## config.mk

```make
export PLATFORM = sky130hd
export DESIGN_NAME = byte_fifo_with_sync_marks
export DESIGN_NICKNAME = d
export VERILOG_FILES = /design/src/rtl/bfsm_pkg.sv /design/src/rtl/bfsm_ram.sv /design/src/rtl/bfsm_ctrl.sv /design/src/rtl/byte_fifo_with_sync_marks.sv
export SDC_FILE = /design/constraint.sdc
export NUM_CORES = 1
export LEC_CHECK = 0
export BUFFER_PORTS_ARGS = -buffer_cell sky130_fd_sc_hd__buf_2
export CAP_MARGIN = 20
export CORE_ASPECT_RATIO = 2
export CORE_MARGIN = 3
export CORE_UTILIZATION = 37
export CTS_CLUSTER_DIAMETER = 100
export DETAILED_ROUTE_END_ITERATION = 8
export HOLD_SLACK_MARGIN = 0.12
export PLACE_DENSITY = 0.62
export SLEW_MARGIN = 5
export SYNTH_ARGS = -nofsm -noshare
export SYNTH_HDL_FRONTEND = slang
export SYNTH_SLANG_ARGS = --single-unit
```

## constraint.sdc

```tcl
create_clock -name clk_i -period 3.4 [get_ports clk_i]
set_input_delay 0.17 -clock clk_i [delete_from_list [all_inputs] [get_ports clk_i]]
set_output_delay 0.17 -clock clk_i [all_outputs]
set_load 0.05 [all_outputs]
```

## src/rtl/bfsm_pkg.sv

```systemverilog
`timescale 1ns / 1ps
// ----------------------------------------------------------------------------
// bfsm_pkg
// Shared types, sizes and helpers for the byte FIFO with sync marks.
// ----------------------------------------------------------------------------
package bfsm_pkg;

  localparam int Depth = 64;
  localparam int IdxW  = $clog2(Depth);
  localparam int CntW  = $clog2(Depth + 1);
  localparam int ByteW = 8;
  localparam int OccW  = 7;

  typedef enum logic [1:0] {
    OP_PUSH  = 2'd0,
    OP_POP   = 2'd1,
    OP_MARK  = 2'd2,
    OP_CLEAR = 2'd3
  } op_e;

  typedef struct packed {
    op_e              operation;
    logic [ByteW-1:0] data_in;
  } in_item_t;

  typedef struct packed {
    logic             accepted;
    logic [ByteW-1:0] data_out;
    logic             sync_mark;
    logic [OccW-1:0]  occupancy;
    logic             error_status;
  } out_item_t;

  typedef struct packed {
    logic            accepted;
    logic            pop_ok;
    logic            sync_mark;
    logic [OccW-1:0] occupancy;
    logic            error_status;
  } beat_info_t;

  typedef struct packed {
    logic             we;
    logic [IdxW-1:0]  waddr;
    logic [ByteW-1:0] wdata;
    logic             re;
    logic [IdxW-1:0]  raddr;
  } ram_req_t;

  function automatic logic [IdxW-1:0] ring_next(input logic [IdxW-1:0] idx);
    logic [IdxW-1:0] res;
    res = (idx == IdxW'(Depth - 1)) ? '0 : idx + IdxW'(1);
    return res;
  endfunction

  function automatic logic [IdxW-1:0] ring_prev(input logic [IdxW-1:0] idx);
    logic [IdxW-1:0] res;
    res = (idx == '0) ? IdxW'(Depth - 1) : idx - IdxW'(1);
    return res;
  endfunction

  function automatic logic [OccW-1:0] occ_of(input logic [CntW-1:0] cnt);
    logic [CntW+OccW-1:0] wide;
    wide = (CntW + OccW)'(cnt);
    return wide[OccW-1:0];
  endfunction

endpackage

```

## src/rtl/bfsm_ram.sv

```systemverilog
`timescale 1ns / 1ps
// ----------------------------------------------------------------------------
// bfsm_ram
// Generic simple dual-port RAM: one write port, one read port, registered read.
// ----------------------------------------------------------------------------
module bfsm_ram #(
  parameter int Width = 8,
  parameter int Depth = 64
) (
  input  logic                     clk_i,
  input  logic                     we_i,
  input  logic [$clog2(Depth)-1:0] waddr_i,
  input  logic [Width-1:0]         wdata_i,
  input  logic                     re_i,
  input  logic [$clog2(Depth)-1:0] raddr_i,
  output logic [Width-1:0]         rdata_o
);

  logic [Width-1:0] mem_q [Depth];
  logic [Width-1:0] rdata_q;

  always_ff @(posedge clk_i) begin
    if (we_i) begin
      mem_q[waddr_i] <= wdata_i;
    end
    if (re_i) begin
      rdata_q <= mem_q[raddr_i];
    end
  end

  assign rdata_o = rdata_q;

endmodule

```

## src/rtl/bfsm_ctrl.sv

```systemverilog
`timescale 1ns / 1ps
// ----------------------------------------------------------------------------
// bfsm_ctrl
// Ring pointers, fill count, overflow flag and sync mark bits; decides each
// operation and issues the byte store access.
// ----------------------------------------------------------------------------
module bfsm_ctrl (
  input  logic                clk_i,
  input  logic                rst_ni,
  input  logic                accept_i,
  input  bfsm_pkg::in_item_t  item_i,
  output bfsm_pkg::beat_info_t info_o,
  output bfsm_pkg::ram_req_t  ram_req_o
);
  import bfsm_pkg::*;

  logic [IdxW-1:0]  head_q, head_d;
  logic [IdxW-1:0]  tail_q, tail_d;
  logic [CntW-1:0]  count_q, count_d;
  logic             ovf_q, ovf_d;
  logic [Depth-1:0] marks_q, marks_d;
  logic             full, empty;

  assign full  = (count_q == CntW'(Depth));
  assign empty = (count_q == '0);

  always_comb begin
    head_d  = head_q;
    tail_d  = tail_q;
    count_d = count_q;
    ovf_d   = ovf_q;
    marks_d = marks_q;
    info_o  = '0;
    ram_req_o       = '0;
    ram_req_o.waddr = tail_q;
    ram_req_o.wdata = item_i.data_in;
    ram_req_o.raddr = head_q;
    if (accept_i) begin
      unique case (item_i.operation)
        OP_PUSH: begin
          if (!full) begin
            ram_req_o.we    = 1'b1;
            tail_d          = ring_next(tail_q);
            count_d         = count_q + CntW'(1);
            info_o.accepted = 1'b1;
          end else begin
            ovf_d = 1'b1;
          end
        end
        OP_POP: begin
          if (!empty) begin
            ram_req_o.re     = 1'b1;
            info_o.sync_mark = marks_q[head_q];
            marks_d[head_q]  = 1'b0;
            head_d           = ring_next(head_q);
            count_d          = count_q - CntW'(1);
            info_o.accepted  = 1'b1;
            info_o.pop_ok    = 1'b1;
          end
        end
        OP_MARK: begin
          marks_d[ring_prev(tail_q)] = 1'b1;
          info_o.accepted            = 1'b1;
        end
        OP_CLEAR: begin
          head_d          = '0;
          tail_d          = '0;
          count_d         = '0;
          ovf_d           = 1'b0;
          marks_d         = '0;
          info_o.accepted = 1'b1;
        end
        default: begin
          info_o.accepted = 1'b0;
        end
      endcase
    end
    info_o.occupancy    = occ_of(count_d);
    info_o.error_status = ovf_d;
  end

  always_ff @(posedge clk_i or negedge rst_ni) begin
    if (!rst_ni) begin
      head_q  <= '0;
      tail_q  <= '0;
      count_q <= '0;
      ovf_q   <= 1'b0;
      marks_q <= '0;
    end else begin
      head_q  <= head_d;
      tail_q  <= tail_d;
      count_q <= count_d;
      ovf_q   <= ovf_d;
      marks_q <= marks_d;
    end
  end

  a_count_bound : assert property (@(posedge clk_i) disable iff (!rst_ni)
    count_q <= CntW'(Depth))
    else $error("fill count above depth");

  a_empty_ptrs : assert property (@(posedge clk_i) disable iff (!rst_ni)
    (empty || full) |-> (head_q == tail_q))
    else $error("pointers disagree with fill count");

  a_clear_empties : assert property (@(posedge clk_i) disable iff (!rst_ni)
    (accept_i && item_i.operation == OP_CLEAR) |=> (empty && !ovf_q && marks_q == '0))
    else $error("clear left state behind");

  a_pop_count : assert property (@(posedge clk_i) disable iff (!rst_ni)
    (accept_i && item_i.operation == OP_POP && !empty)
      |=> (count_q == $past(count_q) - CntW'(1)))
    else $error("pop did not drop fill count");

  a_ovf_sticky : assert property (@(posedge clk_i) disable iff (!rst_ni)
    (ovf_q && !(accept_i && item_i.operation == OP_CLEAR)) |=> ovf_q)
    else $error("overflow flag lost without clear");

endmodule

```

## src/rtl/byte_fifo_with_sync_marks.sv

```systemverilog
`timescale 1ns / 1ps
// ----------------------------------------------------------------------------
// byte_fifo_with_sync_marks
// Byte ring FIFO with a sync mark per slot: push, pop, mark and clear.
// Path: an accepted operation's byte store read and info are registered in the
// first stage; the result beat is then presented from the output register.
// Throughput: one operation per cycle; the input stalls only while both stages
// hold beats and out_stall_i holds the output beat.
// Reset: asynchronous, active low; empties the FIFO, clears all marks and
// the overflow flag. Byte store contents are not reset.
// ----------------------------------------------------------------------------
module byte_fifo_with_sync_marks (
  input  logic                clk_i,
  input  logic                rst_ni,
  input  logic                in_valid_i,
  output logic                in_stall_o,
  input  bfsm_pkg::in_item_t  in_data_i,
  output logic                out_valid_o,
  input  logic                out_stall_i,
  output bfsm_pkg::out_item_t out_data_o
);
  import bfsm_pkg::*;

  logic             accept;
  logic             out_free;
  logic             s1_adv;
  logic             s1_valid_q, s1_valid_d;
  logic             out_valid_q, out_valid_d;
  beat_info_t       info;
  beat_info_t       s1_info_q;
  ram_req_t         ram_req;
  logic [ByteW-1:0] rdata;
  out_item_t        out_q;

  assign out_free   = !out_valid_q || !out_stall_i;
  assign s1_adv     = s1_valid_q && out_free;
  assign in_stall_o = s1_valid_q && !out_free;
  assign accept     = in_valid_i && !in_stall_o;

  bfsm_ctrl u_ctrl (
    .clk_i     (clk_i),
    .rst_ni    (rst_ni),
    .accept_i  (accept),
    .item_i    (in_data_i),
    .info_o    (info),
    .ram_req_o (ram_req)
  );

  bfsm_ram #(
    .Width (ByteW),
    .Depth (Depth)
  ) u_store (
    .clk_i   (clk_i),
    .we_i    (ram_req.we),
    .waddr_i (ram_req.waddr),
    .wdata_i (ram_req.wdata),
    .re_i    (ram_req.re),
    .raddr_i (ram_req.raddr),
    .rdata_o (rdata)
  );

  always_comb begin
    s1_valid_d  = accept ? 1'b1 : (s1_adv ? 1'b0 : s1_valid_q);
    out_valid_d = s1_adv ? 1'b1 : (out_stall_i ? out_valid_q : 1'b0);
  end

  always_ff @(posedge clk_i or negedge rst_ni) begin
    if (!rst_ni) begin
      s1_valid_q  <= 1'b0;
      out_valid_q <= 1'b0;
    end else begin
      s1_valid_q  <= s1_valid_d;
      out_valid_q <= out_valid_d;
    end
  end

  always_ff @(posedge clk_i) begin
    if (accept) begin
      s1_info_q <= info;
    end
    if (s1_adv) begin
      out_q.accepted     <= s1_info_q.accepted;
      out_q.data_out     <= s1_info_q.pop_ok ? rdata : '0;
      out_q.sync_mark    <= s1_info_q.sync_mark;
      out_q.occupancy    <= s1_info_q.occupancy;
      out_q.error_status <= s1_info_q.error_status;
    end
  end

  assign out_valid_o = out_valid_q;
  assign out_data_o  = out_q;

endmodule
```

==> results <==
- The run finished with clean final reports.
- The minimum clock period is 3.22 ns.
- The clock skew is 0.0301 ns.
- Dividing total power by cell area gives a power density of 682 mW/mm2.
- The number of nets handed over by synthesis was 1746.
- The first-pass detailed-route iteration total is 5.
- After the last flow step, the layout net total stands at 1907.
- The proportion of netlist area held by the largest area contributor is 62.7%.
- The number of vias per cell after detailed routing is 6.00.
- The total die area is 0.0745 mm2.
- The count of synthesis-stage warnings from yosys is 0.
- Compared with the post-synthesis result, the final layout area differs by 15.0%.
- The master of the slowest instance on the critical path is sky130_fd_sc_hd__a22oi_1.
- After the flow finishes, the layout carries non-filler instances totaling 2825.
- The total buffers and inverters traversed by the critical path is 1.
- The number of hold violations in the final report is 0.
- The area of the core is 0.0701 mm2.
- The analysis attributes to cell leakage a power of 0.0101 uW.
- The synthesized netlist devotes 11.8% of its cell area to compound gates.
- Traced cell by cell, the critical path runs through buf_12 > mux2_2 > a22oi_1 > nor2_1 > a221oi_2 > o22ai_1 > or4_1.
- The adder-cell area share of the yosys netlist is 0.476%.
- In the post-synthesis netlist, the cell with the most instances is sky130_fd_sc_hd__edfxtp_1.
- The total track usage is 22.3%.
- The worst path uses 94.7% of the clock period.
- Buffers placed on the I/O ports in this run total 33.
- Hold is met by 0.183 ns.
- Clock tree synthesis selected as its root buffer the cell sky130_fd_sc_hd__clkbuf_16.
- The count of nets left with antenna violations once routing finished came out at 0.
- The clock-pin slew reported for the worst setup and hold paths after clock tree synthesis is 0.08 ns.
- At the end of routability-driven placement, the weighted congestion stood at 1.01.
- The data required time of the critical path is 3.74 ns.
- Entering global routing, the biggest net connects 65 pins.
- The total CTS buffers is 50.
- The starting density of the core is 37.5%.
- Buffers added to address setup during post-CTS repair amount to 0.
- The data arrival time of the critical path is 3.56 ns.
- Dividing the detail-routed wire length by the instance count gives 29.9 um.
- The repair_antennas step left the layout with diodes totalling 0.
- The overall power of the completed layout is 20600 uW.
- The worst slew margin relative to its limit is 19.8%.
- For this run, the register share of the synthesized area comes to 70.9%.
- Cells with a size suffix above 1 make up 21.8% of the layout.
- Summed over all layers, the routed wires come to 84.6 mm.
- The floorplan die width is 195 um.
- No sink is reached through more buffers than the 3 on the longest clock path.
- The share of synthesized area spent on multiplexers is 8.73%.
- For this run, the slowest stage of the critical path takes 0.62 ns.
- In this run the core area contains 137 standard-cell rows.
- After synthesis, the largest family of logic cells by area is compound AO/OA/AOI/OAI gates.
- The clock latency on the worst-skew pair is 0.61 ns.
- The HPWL reported at the end of detailed placement is 59.0 mm.
- The final setup TNS is 0 ns.
- Timing would allow up to 0.311 GHz.
- The layout has 6162 filler cells.
- VDD sags by at most 597 uV.
- The kind of path behind the tightest hold check is primary input to flop.
- After Yosys synthesis, and, or, nand and nor cells account for 5.50% of the synthesized area.
- The first global-routing pass estimated 121 mm of wire.
- For this run, the leading register cell type out of synthesis is sky130_fd_sc_hd__edfxtp_1.
- The worst hold path begins at in_data_i[5].
- The level count of the clock H-tree is 2.
- The proportion of synthesized flip-flops having asynchronous set or reset is 13.5%.
- The critical path starts at u_ctrl.head_q[2]$_DFFE_PN0P_.
- Along the worst path, the maximum fanout reaches 54.
- In this run the critical register-to-register path is launched from u_ctrl.head_q[2]$_DFFE_PN0P_.
- The via count of the first global-routing pass is 17.6k.
- TritonCTS built the clock tree.
- The initial antenna violation count was 0.
- At the pin with the least slew margin, the transition time is 1.20 ns.
- In this run, placement finished with an instance count of 2729.
- The height of the chip is 383 um.
- In this design, the largest share of critical-path delay is due to compound AO/OA/AOI/OAI gates.
- Yosys attributes the largest share of cell area to sky130_fd_sc_hd__edfxtp_1 (63%), sky130_fd_sc_hd__dfrtp_1 (8.2%), sky130_fd_sc_hd__mux4_2 (5.1%).
- Setup repair after global routing left no endpoint under its margin.
- After global routing the overflow that remains totals 0.
- The clock sink count is 635.
- Setup violations remaining at the end of the flow were counted as 0.
- The via count of the routed design is 17.0k.
- The kind of start point of the critical path is a flop.
- The count of final max-slew check failures is 0.
- The number of DRC violations after detailed routing is 0.
- The critical path is of the flop to flop type.
- The average size of a mapped cell is 15.3 um2.
- The cell type contributing the most total cell area after synthesis is sky130_fd_sc_hd__edfxtp_1.
- The synthesized cell area is 0.0263 mm2.
- By count the netlist is led by sky130_fd_sc_hd__edfxtp_1 (549), sky130_fd_sc_hd__o21ai_0 (176), sky130_fd_sc_hd__nor2_1 (130).
- For this design the top-level I/O count stands at 34.
- The post-synthesis cell count is 1722.
- The xor and xnor area share after synthesis is 0.0333%.
- The number of DRC markers in iteration 0 is 1637.
- The worst setup path is captured at a flop.
- Across the run, the number of max-cap violations was 0.
- The flop and latch count out of synthesis is 635.
- Counting flops with a built-in enable in the synthesized netlist gives 549.
- The number of different library cells used by synthesis comes to 71.
## registers in the layout (all words and copies together), names as in the netlist
| name | count |
|---|---|
| u_ctrl.ovf_q | 1 |
| u_store.rdata_o | 8 |
| u_store.mem_q | 512 |
| s1_valid_q | 1 |
| u_ctrl.head_q | 6 |
| u_ctrl.count_q | 7 |
| s1_info_q | 11 |
| u_ctrl.marks_q | 64 |
| out_valid_o | 1 |
| u_ctrl.tail_q | 6 |
| out_data_o | 18 |
## cell usage in the layout, fill, tap and decap left out, drive strengths merged, types with 6 or more instances in the layout
cell	Yosys	routed
a22oi	47	47
a21oi	121	121
edfxtp	549	549
nor2b	14	14
o31ai	7	7
mux2i	56	56
and2	14	14
o21ai	177	177
nor3b	6	6
inv	15	18
mux4	60	60
or3	9	9
clkbuf	57	61
o22ai	20	20
a221oi	54	54
nor2	130	130
mux2	34	34
nand2b	9	9
nand3	19	19
nand2	49	49
dfrtp	86	86
o221ai	7	7
nor3	16	16
and3	8	8
buf	60	221
or2	6	6
clkinv	0	18
a22o	12	12
ha	10	10
## timing repair
| action | in CTS | in global routing |
|---|---|---|
| gates resized for setup | 0 | 2 |
| hold endpoints to repair | 60 | 0 |
| setup endpoints to repair | 0 | 91 |
| hold buffers | 5 | 0 |
## final cells by class
cell class / count / area [um2] / share of cell area, %
clock buffers: 61 / 1310 / 4.34
multi-input cells: 955 / 7020 / 23.2
inverters: 15 / 56.3 / 0.186
flip-flops and latches: 635 / 18600 / 61.7
repair buffers: 226 / 1770 / 5.84
clock inverters: 30 / 307 / 1.01
well taps: 903 / 1130 / 3.74
## where the power goes
| part | internal (uW) | switching (uW) |
|---|---|---|
| Sequential | 8720 | 248 |
| Combinational | 2060 | 3700 |
| Clock | 3160 | 2750 |
## final timing paths
path,to,slack [ns],cells after the start
min in group asynchronous,u_ctrl.count_q[1]$_DFF_PN0_,0.19,2
worst min register to register,out_data_o[8]$_DFFE_PP_,0.42,0
max in group asynchronous,u_ctrl.marks_q[52]$_DFFE_PN0P_,2.42,3
worst max register to register,u_store.rdata_o[3]$_DFFE_PP_,0.18,7
worst min-delay path,u_store.mem_q[51][5]$_DFFE_PP_,0.18,1
worst max-delay path,u_store.rdata_o[3]$_DFFE_PP_,0.18,7
## metal layers
layer	share of wire, %	global-route usage (%)
met1	32	22.9
met2	53	40.7
met3	5.8	2.99
met4	9.5	17.1
met5	0	0
## worst register-to-register path: stages, from the launching register on
cell and delay [ns]:
sky130_fd_sc_hd__dfrtp_4 0.53, sky130_fd_sc_hd__buf_12 0.33, sky130_fd_sc_hd__mux2_2 0.49, sky130_fd_sc_hd__a22oi_1 0.62, sky130_fd_sc_hd__nor2_1 0.12, sky130_fd_sc_hd__a221oi_2 0.21, sky130_fd_sc_hd__o22ai_1 0.14, sky130_fd_sc_hd__or4_1 0.53
## per-stage QoR
stage	cell area, um2	setup WS [ns]	util (%)
final	30200	0.182	43.1
after CTS	30200	0.138	43.1
after detailed placement	28600	0.157	40.7
after global routing	30200	0.115	43.1
after floorplan	26300	0.593	-
after global placement	28500	0.183	40.7
## logic make-up (layout without fill, tap and decap cells)
| logic type | after synthesis | after routing |
|---|---|---|
| xor+xnor | 1 | 1 |
| mux | 150 | 150 |
| simple gates | 302 | 302 |
| flops | 635 | 635 |
| buf+inv | 132 | 332 |
| compound gates | 492 | 492 |
| fa+ha+maj | 10 | 10 |
No activity file was read; power rests on OpenSTA's default activity.
